$ cat config.mk
export PLATFORM = sky130hd
export DESIGN_NAME = ocu_front
export DESIGN_NICKNAME = d
export VERILOG_FILES = /design/src/sv/ocu_pkg.sv /design/src/sv/ocu_front.sv
export SDC_FILE = /design/constraint.sdc
export NUM_CORES = 1
export LEC_CHECK = 0
export BUFFER_PORTS_ARGS = -buffer_cell sky130_fd_sc_hd__buf_2
export CORE_MARGIN = 4
export CORE_UTILIZATION = 51
export DETAILED_ROUTE_END_ITERATION = 8
export GPL_TIMING_DRIVEN = 0
export PLACE_DENSITY_LB_ADDON = 0.12
export RECOVER_POWER = 50
export SLEW_MARGIN = 40
export SYNTH_ARGS = -nofsm -noshare
export SYNTH_HDL_FRONTEND = slang
export SYNTH_SLANG_ARGS = --single-unit
export TNS_END_PERCENT = 100
$ cat constraint.sdc
create_clock -name clk -period 3.9 [get_ports clk]
set_clock_uncertainty 0.2 [all_clocks]
set_input_delay 0.585 -clock clk [delete_from_list [all_inputs] [get_ports clk]]
set_output_delay 0.585 -clock clk [all_outputs]
set_load 0.01 [all_outputs]
$ cat src/sv/ocu_pkg.sv
`default_nettype none
package ocu_pkg;

  typedef enum logic [1:0] {
    FUNC_MOTION = 2'd0,
    FUNC_BTN_DN = 2'd1,
    FUNC_BTN_UP = 2'd2,
    FUNC_WHEEL  = 2'd3
  } func_t;

  localparam logic [2:0] RIGHT_BUTTON = 3'd3;

  // angles are kept in 2^-ANGLE_FRACTION_BITS degree
  localparam int ANGLE_FRACTION_BITS = 8;
  localparam int ATAN_BITS = 20;
  localparam logic [13:0] DIST_MIN = 14'd256;
  localparam logic [13:0] DIST_MAX = 14'd12800;
  localparam logic [13:0] DIST_RESET = 14'd2560;
  localparam logic signed [32:0] CORDIC_GAIN = 33'sd652032874;
  localparam logic signed [15:0] Q14_ONE = 16'sd16384;

  localparam logic [1:0] REG_TURN_SPEED = 2'd0;
  localparam logic [1:0] REG_CENTER_X   = 2'd1;
  localparam logic [1:0] REG_CENTER_Y   = 2'd2;
  localparam logic [1:0] REG_CENTER_Z   = 2'd3;

  // CORDIC arctangent table, 2^-20 degree
  function automatic logic signed [27:0] atan_lut(input logic [4:0] i);
    logic signed [27:0] r;
    unique case (i)
      5'd0:  r = 28'sd47185920;
      5'd1:  r = 28'sd27855475;
      5'd2:  r = 28'sd14718068;
      5'd3:  r = 28'sd7471121;
      5'd4:  r = 28'sd3750058;
      5'd5:  r = 28'sd1876857;
      5'd6:  r = 28'sd938658;
      5'd7:  r = 28'sd469357;
      5'd8:  r = 28'sd234682;
      5'd9:  r = 28'sd117342;
      5'd10: r = 28'sd58671;
      5'd11: r = 28'sd29335;
      5'd12: r = 28'sd14668;
      5'd13: r = 28'sd7334;
      5'd14: r = 28'sd3667;
      5'd15: r = 28'sd1833;
      5'd16: r = 28'sd917;
      5'd17: r = 28'sd458;
      5'd18: r = 28'sd229;
      5'd19: r = 28'sd115;
      5'd20: r = 28'sd57;
      5'd21: r = 28'sd29;
      5'd22: r = 28'sd14;
      5'd23: r = 28'sd7;
      default: r = 28'sd0;
    endcase
    return r;
  endfunction

  typedef enum logic [2:0] {
    ST_IDLE,
    ST_QUOT,
    ST_WRAP,
    ST_YAW,
    ST_PITCH,
    ST_MUL1,
    ST_MUL2,
    ST_DONE
  } back_state_t;

  // work handed from the front part to the back part
  typedef struct packed {
    logic [1:0]          func;
    logic signed [11:0]  move_dx;
    logic signed [11:0]  move_dy;
    logic [2:0]          button_id;
    logic signed [7:0]   wheel_steps;
  } cmd_t;

endpackage
`default_nettype wire

$ cat src/sv/ocu_front.sv
`default_nettype none
// Accepts events, drops button events for buttons other than the right one, which
// cannot produce a result or change state, and queues the rest for the back part.
module ocu_front #(
  parameter int DEPTH = 2
) (
  input  wire logic         clk,
  input  wire logic         rst_n,
  input  wire logic         in_push,
  output logic              in_full,
  input  wire ocu_pkg::cmd_t in_cmd,
  output logic              q_valid,
  output ocu_pkg::cmd_t     q_cmd,
  input  wire logic         q_take
);
  localparam int AW = (DEPTH > 1) ? $clog2(DEPTH) : 1;

  ocu_pkg::cmd_t mem_r [DEPTH];
  logic [AW-1:0] wp_r, rp_r;
  logic [AW:0]   cnt_r;
  logic          keep;
  logic          wr, rd;

  // buttons other than the right one do nothing
  assign keep = !((in_cmd.func == ocu_pkg::FUNC_BTN_DN || in_cmd.func == ocu_pkg::FUNC_BTN_UP)
                  && in_cmd.button_id != ocu_pkg::RIGHT_BUTTON);
  assign in_full = (cnt_r == (AW+1)'(DEPTH));
  assign wr = in_push && !in_full && keep;
  assign rd = q_take && q_valid;
  assign q_valid = (cnt_r != '0);
  assign q_cmd = mem_r[rp_r];

  always_ff @(posedge clk) begin
    if (wr) mem_r[wp_r] <= in_cmd;
  end

  always_ff @(posedge clk) begin
    if (!rst_n) begin
      wp_r <= '0;
      rp_r <= '0;
      cnt_r <= '0;
    end else begin
      if (wr) wp_r <= (wp_r == AW'(DEPTH-1)) ? '0 : wp_r + 1'b1;
      if (rd) rp_r <= (rp_r == AW'(DEPTH-1)) ? '0 : rp_r + 1'b1;
      cnt_r <= cnt_r + (AW+1)'(wr) - (AW+1)'(rd);
    end
  end
endmodule
`default_nettype wire

Word level (Yosys, flattened, before mapping)
Memories as Yosys holds them, arrays and structs flattened. A register that Yosys moved wholly into a read port is not among the register bits.
Index checks and enable logic that the tools add are counted.
W data, S select, Z words.

cells by class
  add/subtract/negate cells = 4
  multiply operators = 0
  div/mod/pow operators = 0
  magnitude comparators = 0
  equality and inequality tests = 4
  shift-type cells = 0
  muxes and demuxes = 6
  bitwise operators = 0
  reduce and logical (&&, ||, !) cells = 8

operator list
  operator               count
  $mux W1                6
  $eq A2 B2 Y1 const B   2
  $logic_and A1 B1 Y1    4
  $ne A3 B2 Y1 const B   1
  $add A1 B1 Y1 const B  2
  $add A2 B1 Y2          1
  $eq A2 B1 Y1 const B   1
  $logic_not A1 Y1       2
  $reduce_bool A2 Y1     1
  $sub A2 B1 Y2          1
  $logic_or A1 B1 Y1     1

storage, ports and cells
  register bits = 4
  bits in latches = 0
  RAM bits = 74
  memory bits (read-only) = 0
  input bits = 41
  output and inout port bits = 39
  word-level logic and storage cells = 26
  memories kept = 1

memories
  memory  depth  bits a word  rd ports  clocked after Yosys merged registers in  wr ports  RTL line         text
  mem_r   2      37           1         1                                        1         ocu_front.sv:18  ocu_pkg::cmd_t mem_r [DEPTH];

Logic depth before layout (Yosys ltp)
  word-level depth = 7
  gate-level depth with buffers = 9
  depth with buffers taken out = 9

Least setup slack after synthesis
OpenSTA, ideal clock, no wires.

  kind = in2reg
  start = in in_cmd[10] in the netlist's numbering
  end = mem mem_r[0][0] in the netlist's numbering, enable pin
  setup time = 0.431 ns
  arrival = 2.623 ns
  data required time = 3.269 ns
  slack = 0.645 ns
  stages = 4
  path buffers = 0
  cell sequence = and3b_1 -> o221a_1 -> inv_1 -> nor2_1

on the way
  longest elaborated chain between the ends = 6

RTL lines
  element                        RTL line         text
  from (decl)                    ocu_front.sv:11  input wire ocu_pkg::cmd_t in_cmd,
  $ne A3 B2 Y1                   ocu_front.sv:26  && in_cmd.button_id != ocu_pkg::RIGHT_BUTTON);
  $logic_and A1 B1 Y1            ocu_front.sv:26
  $logic_not A1 Y1               ocu_front.sv:25  assign keep = !((in_cmd.func == ocu_pkg::FUNC_BTN_DN || in_cmd.func == ocu_pkg::FUNC_BTN_UP)
  $logic_and A1 B1 Y1            ocu_front.sv:28  assign wr = in_push && !in_full && keep;
  $mux W1                        ocu_front.sv:34  if (wr) mem_r[wp_r] <= in_cmd;
  $mux W1 (implied by the code)  ocu_front.sv:34
  to (decl)                      ocu_front.sv:18

Every way passes these cells.

Worst setup path in the final report
  start = in in_cmd[36] in the netlist's numbering
  end = mem mem_r[0][26] in the netlist's numbering, enable pin

on the way
  longest elaborated chain between the ends = 7
  elaborated cells between the ends (all ways) = 8
  classes of those cells = 2 x eq/ne; 2 x mux; 4 x reduce/logical

RTL lines
  element                                              RTL line
  $eq A2 B1 Y1 / $eq A2 B2 Y1 (equally long branches)  ocu_front.sv:25
  $logic_or A1 B1 Y1 (*)                               ocu_front.sv:25
  $logic_and A1 B1 Y1 (*)                              ocu_front.sv:26
  $logic_not A1 Y1 (*)                                 ocu_front.sv:25
  $logic_and A1 B1 Y1 (*)                              ocu_front.sv:28
  $mux W1 (*)                                          ocu_front.sv:34
  $mux W1 (implied by the code) (*)                    ocu_front.sv:34

Every way passes the cells marked *; elsewhere a longest branch is shown, timed or not.

==> results.toml <==
[critical_path]
max_stage_delay_ns = 0.70
start_kind = "input pin"
critical_path.most_common_cell = "clkbuf_1"
critPathSlowestCell = "clkbuf_1"
worstPathCellList = "clkbuf_1, xnor2_1, o221a_1, inv_1, nor2_1, clkbuf_1, buf_16"
cpLargestDelayFamily = "buffers and inverters"
crit_fanout = 18
crit_cells = 7
path_buf_inv = 4
crit_type = "in2reg"
end_kind = "register"
r2r_cells = 5
arrival_ns = 2.74
critPathRequiredTime_ns = 3.74

[detailed_routing]
drtAntennaViolNets = 0
drt_pre_antenna_iters = 3
dr.first_iter.drc_count = 87
routed_wl_um = 4870
via_count = 1518
vias_per_cell = 4.88
wl_per_cell_um = 15.7
drc_errors = 0

[timing]
period_minus_slack_ns = 2.90
holdWs_ns = 0.236
rsz0062_at_grt = "false"
period_share = 0.745
finalSetupViolCount = 0
drv_slew = 0
tightestPinTransition_ns = 0.835
slew_headroom = 0.443
hold_viol = 0
fmax_ghz = 0.344

[power]
p_total_uw = 2190
leakagePower_uw = 0.00133
powerDensity_mw_per_mm2 = 601
ir_worst_vdd_mv = 0.278

[place]
gp_congestion = 0.763
placed_area_mm2 = 0.00351
portBuffers = 79
dp_hpwl_um = 3470

[global_routing]
grtUsageTotal = 0.152
grt_first_pass_wirelength_um = 8090
overflow = 0
grt_max_degree = 21
grt_pass1_vias = 1722
antenna_found_initial = 0

[clocking]
numCtsBuffers = 9
cts_root_buf = "clkbuf_8"
clk_pin_slew_ns = 0.08
cts_setup_buffers = 0
cts.htree.levels = 3
cts_hold_buf = 0
clk_latency_ns = 0.33
clock_path_buffers = 2
clock_sinks = 79
cts_tree = "done"
post_cts_resized = 0

[finish]
layout.nets = 279
syn2layout_area_growth_pct = 23.7
final_cell_mix = "edfxtp_1 (74), buf_2 (61), mux2_2 (37)"
drive_gt1_frac = 0.502
final_area_mm2 = 0.00365
final_common_cell = "edfxtp_1"
n_antenna_cell = 0

[logic_synthesis]
ys_ff_latch = 79
syn-cell-area_mm2 = 0.00295
synth.avg_cell_area_um2 = 20.6
syn-num-nets = 186
yosysWarnings = 0
seq_area_frac_synth = 0.788
synthDistinctLibCells = 18
synth_cells = 143

[floorplanning]
die_h_um = 84.0
start_util = 0.532
die-area_mm2 = 0.00706
num_rows = 27
core_mm2 = 0.00554
die_w_um = 84.0
ioPinCount = 80

[hold_path]
hp-class = "in2reg"
worstHoldPathCells = 1

[flow_run]
cap_violations = 0

[outcome]
status = "complete, no violations"
[kinds of logic (layout without fill, tap and decap cells)]
| group | count (synthesis) | count (layout) | share of synthesized area |
|---|---|---|---|
| flops | 79 | 79 | 0.788 |
| compound gates | 2 | 2 | 0.00637 |
| buf+inv | 7 | 103 | 0.0191 |
| simple gates | 11 | 11 | 0.0216 |
| fa+ha+maj | 2 | 2 | 0.00849 |
| mux | 38 | 38 | 0.145 |
| xor+xnor | 4 | 4 | 0.0119 |
[through the flow]
step	setup TNS (ns)	std cells	util	worst slack (ns)
2_1_floorplan	0	143	-	0.645
4_1_cts	0	311	0.666	1.62
3_3_place_gp	-6.50	294	0.620	-0.177
3_5_place_dp	0	297	0.634	1.41
5_1_grt	0	311	0.658	0.793
6_report	0	311	0.658	0.995
[path summary, 6_finish.rpt]
| check | startpoint | end | slack, ns |
|---|---|---|---|
| worst max-delay path | in_cmd[36] | mem_r[0][26]$_DFFE_PP_ | 1.0 |
| worst max register to register | cnt_r[0]$_SDFF_PN0_ | mem_r[0][26]$_DFFE_PP_ | 1.18 |
| worst min register to register | wp_r$_SDFFE_PN0P_ | wp_r$_SDFFE_PN0P_ | 0.29 |
| worst min-delay path | in_cmd[1] | mem_r[0][1]$_DFFE_PP_ | 0.24 |
[power by group]
group / total, uW / leakage (uW) / internal, uW / switching [uW]
registers: 1060 / 0.000721 / 1030 / 27.7
logic: 589 / 0.000523 / 307 / 281
clock network: 545 / 0.0000884 / 284 / 261
total: 2190 / 0.00133 / 1620 / 570
[area by class of cell]
type	instances	area [um2]
sequential	79	2320
clock buffer	9	124
buffer	4	45.0
fill	436	1890
inverter	3	11.3
timing repair buffer	82	432
tap	72	90.1
multi-input combinational	57	571
clock inverter	5	51.3
[cells in the mapped netlist]
| cell type | instances | share of area |
|---|---|---|
| or2_2 | 1 | 0.0021 |
| nand2b_1 | 1 | 0.0021 |
| nor2_1 | 2 | 0.0025 |
| ha_1 | 2 | 0.0085 |
| o21a_1 | 1 | 0.0025 |
| xnor2_1 | 4 | 0.012 |
| o221a_1 | 1 | 0.0038 |
| nor2b_1 | 2 | 0.0042 |
| edfxtp_1 | 74 | 0.75 |
| mux2_2 | 37 | 0.14 |
| nand2_1 | 1 | 0.0013 |
| inv_1 | 2 | 0.0025 |
| and3b_1 | 1 | 0.0030 |
| mux2i_1 | 1 | 0.0034 |
| dfxtp_1 | 5 | 0.034 |
| inv_2 | 1 | 0.0013 |
| and2_1 | 3 | 0.0064 |
| buf_6 | 4 | 0.015 |
[sequential cells by signal (all words and copies together) (netlist names), named ones only]
signal,count
cnt_r,2
mem_r,74
rp_r,1
wp_r,1
[worst register-to-register path: stages, from the launching register on]
cell,delay [ns]
dfxtp_1,0.39
o221a_1,0.26
inv_1,0.07
nor2_1,0.56
clkbuf_1,0.70
buf_16,0.24
[metal layers]
metal | global-route usage | wire, um
met5 | 0 | 0
met4 | 0.0819 | 99
met3 | 0.0415 | 224
met2 | 0.276 | 2720
met1 | 0.157 | 1830
Power figures use the tool's default switching activity.
